File: config.mk
export PLATFORM = sky130hd
export DESIGN_NAME = dpw_front_flat
export DESIGN_NICKNAME = d
export VERILOG_FILES = /design/src/design/dpw_pkg.sv /design/src/design/dpw_pix_if.sv /design/src/design/dpw_front.sv /design/src/flat_wrapper.sv
export SDC_FILE = /design/constraint.sdc
export NUM_CORES = 2
export LEC_CHECK = 0
export ABC_AREA = 0
export BUFFER_PORTS_ARGS = -buffer_cell sky130_fd_sc_hd__buf_2
export CAP_MARGIN = 20
export CORE_AREA = 2 2 227 229
export CTS_BUF_LIST = sky130_fd_sc_hd__clkbuf_2
export DETAILED_ROUTE_END_ITERATION = 12
export DIE_AREA = 0 0 229 231
export HOLD_SLACK_MARGIN = 0.06
export PLACE_DENSITY = 0.86
export SETUP_SLACK_MARGIN = 0.15
export SYNTH_ARGS = -nofsm -noshare
export SYNTH_HDL_FRONTEND = slang
export SYNTH_SLANG_ARGS = --single-unit
File: constraint.sdc
create_clock -name clk -period 27.9 [get_ports clk]
set_input_delay 4.185 -clock clk [delete_from_list [all_inputs] [get_ports clk]]
set_output_delay 4.185 -clock clk [all_outputs]
set_load 0.01 [all_outputs]
File: src/design/dpw_pkg.sv
// ----------------------------------------------------------------------------
// dpw_pkg
// Shared types, constants and helper functions for the depth pixel to world
// point pipeline.
// ----------------------------------------------------------------------------
package dpw_pkg;

  // Sampling grid and depth window.
  localparam int SAMPLE_STEP = 3;
  localparam logic [15:0] DEPTH_MIN_KEEP = 16'd41;
  localparam logic [15:0] DEPTH_MAX_KEEP = 16'd40960;

  // Quotient bits of the back-projection divide, one bit per stage.
  localparam int QBITS = 32;

  // Remainder test by reciprocal multiply, exact for 11 bit values.
  localparam int MOD_SHIFT = 16;
  localparam logic [17:0] MOD_MULT = 18'((1 << MOD_SHIFT) / SAMPLE_STEP + 1);
  localparam logic [3:0] STEP_W = 4'(SAMPLE_STEP);

  // Output saturation bounds.
  localparam logic signed [36:0] OUT_MAX = 37'sd8388607;
  localparam logic signed [36:0] OUT_MIN = -37'sd8388608;

  // Register reset values.
  localparam logic [15:0] FOCAL_X_RST = 16'd8000;
  localparam logic [15:0] FOCAL_Y_RST = 16'd8000;
  localparam logic [15:0] CENTER_X_RST = 16'd5120;
  localparam logic [15:0] CENTER_Y_RST = 16'd3840;
  localparam logic [63:0] POSE_X_RST = 64'd16384;
  localparam logic [63:0] POSE_Y_RST = 64'd1073741824;
  localparam logic [63:0] POSE_Z_RST = 64'd70368744177664;

  typedef enum logic [2:0] {
    REG_FOCAL_X  = 3'd0,
    REG_FOCAL_Y  = 3'd1,
    REG_CENTER_X = 3'd2,
    REG_CENTER_Y = 3'd3,
    REG_POSE_X   = 3'd4,
    REG_POSE_Y   = 3'd5,
    REG_POSE_Z   = 3'd6
  } reg_idx_t;

  typedef struct packed {
    logic [15:0] focal_x;
    logic [15:0] focal_y;
    logic [15:0] center_x;
    logic [15:0] center_y;
    logic [63:0] pose_x;
    logic [63:0] pose_y;
    logic [63:0] pose_z;
  } cfg_t;

  // Dividend magnitudes and divisors headed into the divide pipeline.
  typedef struct packed {
    logic        valid;
    logic [31:0] mag_x;
    logic [31:0] mag_y;
    logic        neg_x;
    logic        neg_y;
    logic [15:0] den_x;
    logic [15:0] den_y;
    logic [15:0] depth;
    logic [7:0]  blue;
    logic [7:0]  green;
    logic [7:0]  red;
  } prod_t;

  // One stage of the divide pipeline.
  typedef struct packed {
    logic        valid;
    logic [15:0] rem_x;
    logic [15:0] rem_y;
    logic [31:0] dvd_x;
    logic [31:0] dvd_y;
    logic [31:0] q_x;
    logic [31:0] q_y;
    logic        neg_x;
    logic        neg_y;
    logic [15:0] den_x;
    logic [15:0] den_y;
    logic [15:0] depth;
    logic [7:0]  blue;
    logic [7:0]  green;
    logic [7:0]  red;
  } dst_t;

  // Camera frame point.
  typedef struct packed {
    logic               valid;
    logic signed [32:0] x;
    logic signed [32:0] y;
    logic [15:0]        depth;
    logic [7:0]         blue;
    logic [7:0]         green;
    logic [7:0]         red;
  } cam_t;

  // True when v is a multiple of the sample step.
  function automatic logic on_grid(input logic [10:0] v);
    logic [28:0] p;
    logic [10:0] q;
    logic [14:0] back;
    p = 29'(v) * 29'(MOD_MULT);
    q = p[MOD_SHIFT +: 11];
    back = 15'(q) * 15'(STEP_W);
    return back == 15'(v);
  endfunction

endpackage

File: src/design/dpw_pix_if.sv
// ----------------------------------------------------------------------------
// dpw_pix_if
// Pixel channel: valid/ready handshake with one pixel word.
// ----------------------------------------------------------------------------
interface dpw_pix_if;
  logic        valid;
  logic        ready;
  logic [10:0] pixel_row;
  logic [10:0] pixel_col;
  logic [15:0] depth_value;
  logic [7:0]  blue;
  logic [7:0]  green;
  logic [7:0]  red;

  modport source(output valid, pixel_row, pixel_col, depth_value, blue, green, red,
                 input ready);
  modport sink(input valid, pixel_row, pixel_col, depth_value, blue, green, red,
               output ready);
endinterface

File: src/design/dpw_front.sv
// ----------------------------------------------------------------------------
// dpw_front
// Input register, grid and depth filter, and offset times depth products.
// ----------------------------------------------------------------------------
module dpw_front (
  input  logic          clk,
  input  logic          rst,
  input  logic          en,
  input  dpw_pkg::cfg_t cfg,
  dpw_pix_if.sink       pix,
  output dpw_pkg::prod_t prod
);
  import dpw_pkg::*;

  logic        v0;
  logic [10:0] row0;
  logic [10:0] col0;
  logic [15:0] dep0;
  logic [7:0]  b0;
  logic [7:0]  g0;
  logic [7:0]  r0;

  logic               keep;
  logic signed [16:0] off_x;
  logic signed [16:0] off_y;
  logic signed [16:0] neg_off_x;
  logic signed [16:0] neg_off_y;
  logic [15:0]        abs_x;
  logic [15:0]        abs_y;
  prod_t              prod_next;

  assign pix.ready = en;

  // Capture the pixel word.
  always_ff @(posedge clk) begin
    if (rst) begin
      v0 <= 1'b0;
    end else if (en) begin
      v0 <= pix.valid;
    end
    if (en) begin
      row0 <= pix.pixel_row;
      col0 <= pix.pixel_col;
      dep0 <= pix.depth_value;
      b0   <= pix.blue;
      g0   <= pix.green;
      r0   <= pix.red;
    end
  end

  // Filter, pixel offset from the principal point, and its product with depth.
  always_comb begin
    keep = on_grid(row0) && on_grid(col0) &&
           (dep0 >= DEPTH_MIN_KEEP) && (dep0 <= DEPTH_MAX_KEEP);
    off_x = $signed({2'b00, col0, 4'b0000}) - $signed({1'b0, cfg.center_x});
    off_y = $signed({2'b00, row0, 4'b0000}) - $signed({1'b0, cfg.center_y});
    neg_off_x = -off_x;
    neg_off_y = -off_y;
    abs_x = off_x[16] ? neg_off_x[15:0] : off_x[15:0];
    abs_y = off_y[16] ? neg_off_y[15:0] : off_y[15:0];
    prod_next.valid = v0 && keep;
    prod_next.mag_x = 32'(abs_x) * 32'(dep0);
    prod_next.mag_y = 32'(abs_y) * 32'(dep0);
    prod_next.neg_x = off_x[16];
    prod_next.neg_y = off_y[16];
    prod_next.den_x = (cfg.focal_x == 16'd0) ? 16'd1 : cfg.focal_x;
    prod_next.den_y = (cfg.focal_y == 16'd0) ? 16'd1 : cfg.focal_y;
    prod_next.depth = dep0;
    prod_next.blue  = b0;
    prod_next.green = g0;
    prod_next.red   = r0;
  end

  always_ff @(posedge clk) begin
    if (rst) begin
      prod.valid <= 1'b0;
    end else if (en) begin
      prod <= prod_next;
    end
  end

endmodule

File: src/flat_wrapper.sv
// flat-port wrapper written by rule: the top's interface ports become plain ports
module dpw_front_flat import dpw_pkg::*;
  (clk, rst, en, cfg, prod, pix_valid, pix_pixel_row, pix_pixel_col, pix_depth_value, pix_blue, pix_green, pix_red, pix_ready);
  dpw_pix_if pix_i ();
  input  logic clk;
  input  logic rst;
  input  logic en;
  input  dpw_pkg::cfg_t cfg;
  output dpw_pkg::prod_t prod;
  input wire logic [$bits(pix_i.valid)-1:0] pix_valid;
  input wire logic [$bits(pix_i.pixel_row)-1:0] pix_pixel_row;
  input wire logic [$bits(pix_i.pixel_col)-1:0] pix_pixel_col;
  input wire logic [$bits(pix_i.depth_value)-1:0] pix_depth_value;
  input wire logic [$bits(pix_i.blue)-1:0] pix_blue;
  input wire logic [$bits(pix_i.green)-1:0] pix_green;
  input wire logic [$bits(pix_i.red)-1:0] pix_red;
  output wire logic [$bits(pix_i.ready)-1:0] pix_ready;
  assign pix_i.valid = pix_valid;
  assign pix_i.pixel_row = pix_pixel_row;
  assign pix_i.pixel_col = pix_pixel_col;
  assign pix_i.depth_value = pix_depth_value;
  assign pix_i.blue = pix_blue;
  assign pix_i.green = pix_green;
  assign pix_i.red = pix_red;
  assign pix_ready = pix_i.ready;
  dpw_front u_core (.clk(clk), .rst(rst), .en(en), .cfg(cfg), .pix(pix_i), .prod(prod));
endmodule
After elaboration in Yosys (flattened, before gate mapping)
Index checks and enable logic that the tools add are counted.

Register bits: 202. Input port bits: 322. Output and inout port bits: 140. Logic and storage cells: 42.

Add/subtract/negate cells: 4. Multiply operators: 6. Order comparisons: 2. Equal/unequal tests: 2. Multiplexer cells: 2. Bitwise gates (word level): 1. Reduce and logical (&&, ||, !) cells: 7.

Operators with widths (count): $mul 16x16->32 (2); $mul 11x14->25 const B (2); $sub 15x16->17 (2); $logic_not 16->1 (2); $mux 16 (2); $neg 16->16 (2); $eq 12x11->1 (2); $mul 10x2->12 const B (2); $ge 16x6->1 const B (1); $le 16x16->1 const B (1); $logic_and 1x1->1 (4); $reduce_and 2->1 (1); $not 1->1 (1).

Logic depth before layout (Yosys ltp)
Depth after elaboration: 7. Mapped depth: 40. Depth with buffers taken out: 36.

Worst setup path after synthesis
Ideal clock, no wire load.

Path type: input port to flip-flop. Start point: input port cfg[208] in the netlist's numbering. End point: register, netlist name u_core.prod[137]. Setup time: 260 ps. Arrival: 12705 ps. Required time: 27640 ps. Setup slack: 14935 ps. Cell stages on the path: 34. Buffers on the path: 3. Cell sequence: clkbuf_1 -> clkbuf_1 -> inv_1 -> ha_1 -> nor2b_1 -> a21oi_1 -> nand3b_1 -> a211o_1 -> a2111oi_0 -> nand3b_1 -> o41a_1 -> xor2_1 -> clkbuf_1 -> nand2_1 -> fa_1 -> fa_1 -> inv_1 -> fa_1 -> fa_1 -> fa_1 -> inv_1 -> fa_1 -> inv_1 -> ha_1 -> a211oi_1 -> nand2_1 -> or2_2 -> a2111oi_0 -> o31ai_1 -> and4_1 -> o22ai_1 -> o2111ai_1 -> a21oi_1 -> xnor2_1.

RTL lines: start: declaration (RTL line flat_wrapper.sv:8) `input dpw_pkg::cfg_t cfg;`.

==> impl_metrics.tcl <==
set metrics [dict create \
    layout-drive-gt1-share_pct 12.33 \
    maxCapViolCount 0 \
    async_flop_share_pct 0 \
    postCtsSetupBuffers 0 \
    synth_compound_area_share_pct 6.155 \
    synth_fp_nets 4256 \
    multiInputGateArea_sq_mm 0.02160 \
    holdBufCountCts 0 \
    dieArea_sq_mm 0.05290 \
    hold_violations 0 \
    worstReg2RegEnd "u_core.prod[137]" \
    critPathMaxStageDelay_ps 850 \
    synth_edf_count 200 \
    skew_ps 156.9 \
    clkSinkCount 202 \
    max_freq_mhz 73.05 \
    syn_inst 3076 \
    grt_pass1_wl_um 114000 \
    synthSimpleGateAreaFrac_pct 12.97 \
    status "finished clean" \
    place_area_sq_mm 0.03256 \
    max-clock-path-buffers 3 \
    grt_antenna_before_repair 7 \
    finalMaxSlewViolations 0 \
    drc 0 \
    firstDrtPassIters 7 \
    grt_overflow 0 \
    dr.first_iter.drc_count 1401 \
    grt_max_degree 140 \
    grt_pass1_vias 23610 \
    reg2reg_from "u_core.col0[0]" \
    postLayoutCellArea_sq_mm 0.03311 \
    final-setup-viol-count 0 \
    end_kind "register" \
    synthTopCellsByArea "fa_1, edfxtp_1, ha_1" \
    root_buffer "clkbuf_2" \
    initial_core_util_pct 60.04 \
    grt_use_total_pct 27.08 \
    netlist_area_sq_mm 0.03043 \
    hp-class "reg -> reg" \
    period_share_pct 49.07 \
    min_from "u_core.r0[2]" \
    postSynthAreaPerCell_sq_um 9.892 \
    ant_nets 0 \
    wirelength_um 68710 \
    ys.warnings.count 0 \
    area_delta_synth_final_pct 8.820 \
    h-tree-depth 2 \
    synth_xor_area_share_pct 4.622 \
    path_class "in -> reg" \
    regArea_sq_mm 0.006046 \
    synth.top_cell.area_share_pct 30.53 \
    holdPathEnd "u_core.prod[2]" \
    num_io_pins 462 \
    max-slew-margin-rel_pct 20.98 \
    io_buffers 269 \
    yosysTopAreaCell "fa_1" \
    slowest_stage "a2111oi_0" \
    core_area_sq_mm 0.05068 \
    synth_cell_types 64 \
    crit_fanout 20 \
    cts_inserted_buffers 55 \
    muxShareOfSynthArea_pct 0.1316 \
    crit_required_ps 28570 \
    synth_common_cells "inv_1, fa_1, ha_1" \
    crit_arrival_ps 14360 \
    die_x_um 229 \
    synth_seq_area_share_pct 19.87 \
    worstSkewPairLatency_ps 1070 \
    synth_seq_cells 202 \
    synth-adder-area-share_pct 46.73 \
    tritoncts "built" \
    min_path_cells 0 \
    grt_setup_unrepaired "false" \
    place_congestion 0.8717 \
    ys.flop_type "edfxtp_1" \
    die_y_um 231 \
    clkTransAtPathRegs_ps 90 \
    synth_top_family_by_area "adder cells" \
    ctsResizeCount 0 \
    dp_hpwl_um 52840 \
    via_per_inst 5.537 \
    worst_pin_slew_ps 1185 \
    fin_tns_setup_ps 0 \
    crit_top_cell "inv_1" \
    fin_crit_ps 13690 \
    layout.nets 4499 \
    wl_per_cell_um 17.00 \
    crit_path_start_kind "input pin" \
    reg2regPathDepth 34 \
    rows 83 \
    num_vias 22370 \
    fill_cells 4005 \
    regToRegSetupSlack_ps 17040 \
    yosysMostFrequentCell "inv_1" \
]
==> cell type report <==
type,instances,share of cell area (%)
Antenna cell,4,0.03023
Clock buffer,75,1.134
Clock inverter,20,0.4988
Inverter,650,7.368
Multi-Input combinational cell,2105,65.22
Sequential cell,202,18.26
Tap cell,680,2.569
Timing Repair Buffer,305,4.920
==> registers in the layout (all words and copies together) (netlist names) <==
name and cells:
u_core.g0 8, u_core.prod 139, u_core.row0 11, u_core.col0 11, u_core.r0 8, u_core.dep0 16, u_core.v0 1, u_core.b0 8
==> placed cells by master (no fill, tap or decap), types with 29 or more instances in the layout <==
cell and instances:
inv_1 650, fa_1 464, ha_1 394, nand2_1 332, buf_2 269, and2_1 242
edfxtp_1 200, xnor2_1 101, a21oi_1 88, clkbuf_2 75, nor2_1 70, o21ai_0 54
xor2_1 43, nand3_1 36, a21o_1 35, buf_4 35, nor3_1 29
==> metal layers <==
| metal | global-route usage [%] | routed length [um] | vias to the layer above |
|---|---|---|---|
| met5 | 0 | 21 | - |
| met4 | 11.12 | 2442 | 4 |
| met3 | 5.101 | 5880 | 194 |
| met2 | 46.02 | 33450 | 935 |
| met1 | 34.23 | 26910 | 11030 |
| li1 | - | - | 10210 |
==> through the flow <==
stage	setup slack, ps	hold WS, ps	util [%]	instances
after floorplan	14940	400.3	-	3076
after global placement	13760	400.4	64.25	3942
after detailed placement	13500	406.1	64.25	3942
after CTS	14560	423.7	65.32	4037
after global routing	13750	428.0	65.33	4040
final	14210	420.7	65.34	4041
==> cells by family after synthesis <==
group | count (synthesis)
AO/OA/AOI/OAI | 287
XOR/XNOR | 159
adder cells (fa/ha/maj) | 858
buffers and inverters | 769
flip-flops | 202
multiplexers | 4
AND/OR/NAND/NOR | 797
==> critical path: cells and delay by family <==
family	cells	cell delay (ps)
fa+ha+maj	8	3560
compound gates	12	3460
simple gates	6	1160
xor+xnor	2	920
buf+inv	8	1040
==> worst max path at each step <==
stage	start	endpoint	slack (ps)	depth (start not counted)
floorplan	cfg[208]	u_core.prod[137]	14940	34
global placement	cfg[208]	u_core.prod[137]	13760	34
detailed placement	cfg[208]	u_core.prod[137]	13500	34
CTS	cfg[208]	u_core.prod[137]	14560	34
global route	cfg[208]	u_core.prod[137]	13750	34
finish	cfg[208]	u_core.prod[137]	14210	36
Power is not shown: default switching activity piles up to over one toggle a cycle in this logic, so the estimate is an artifact.
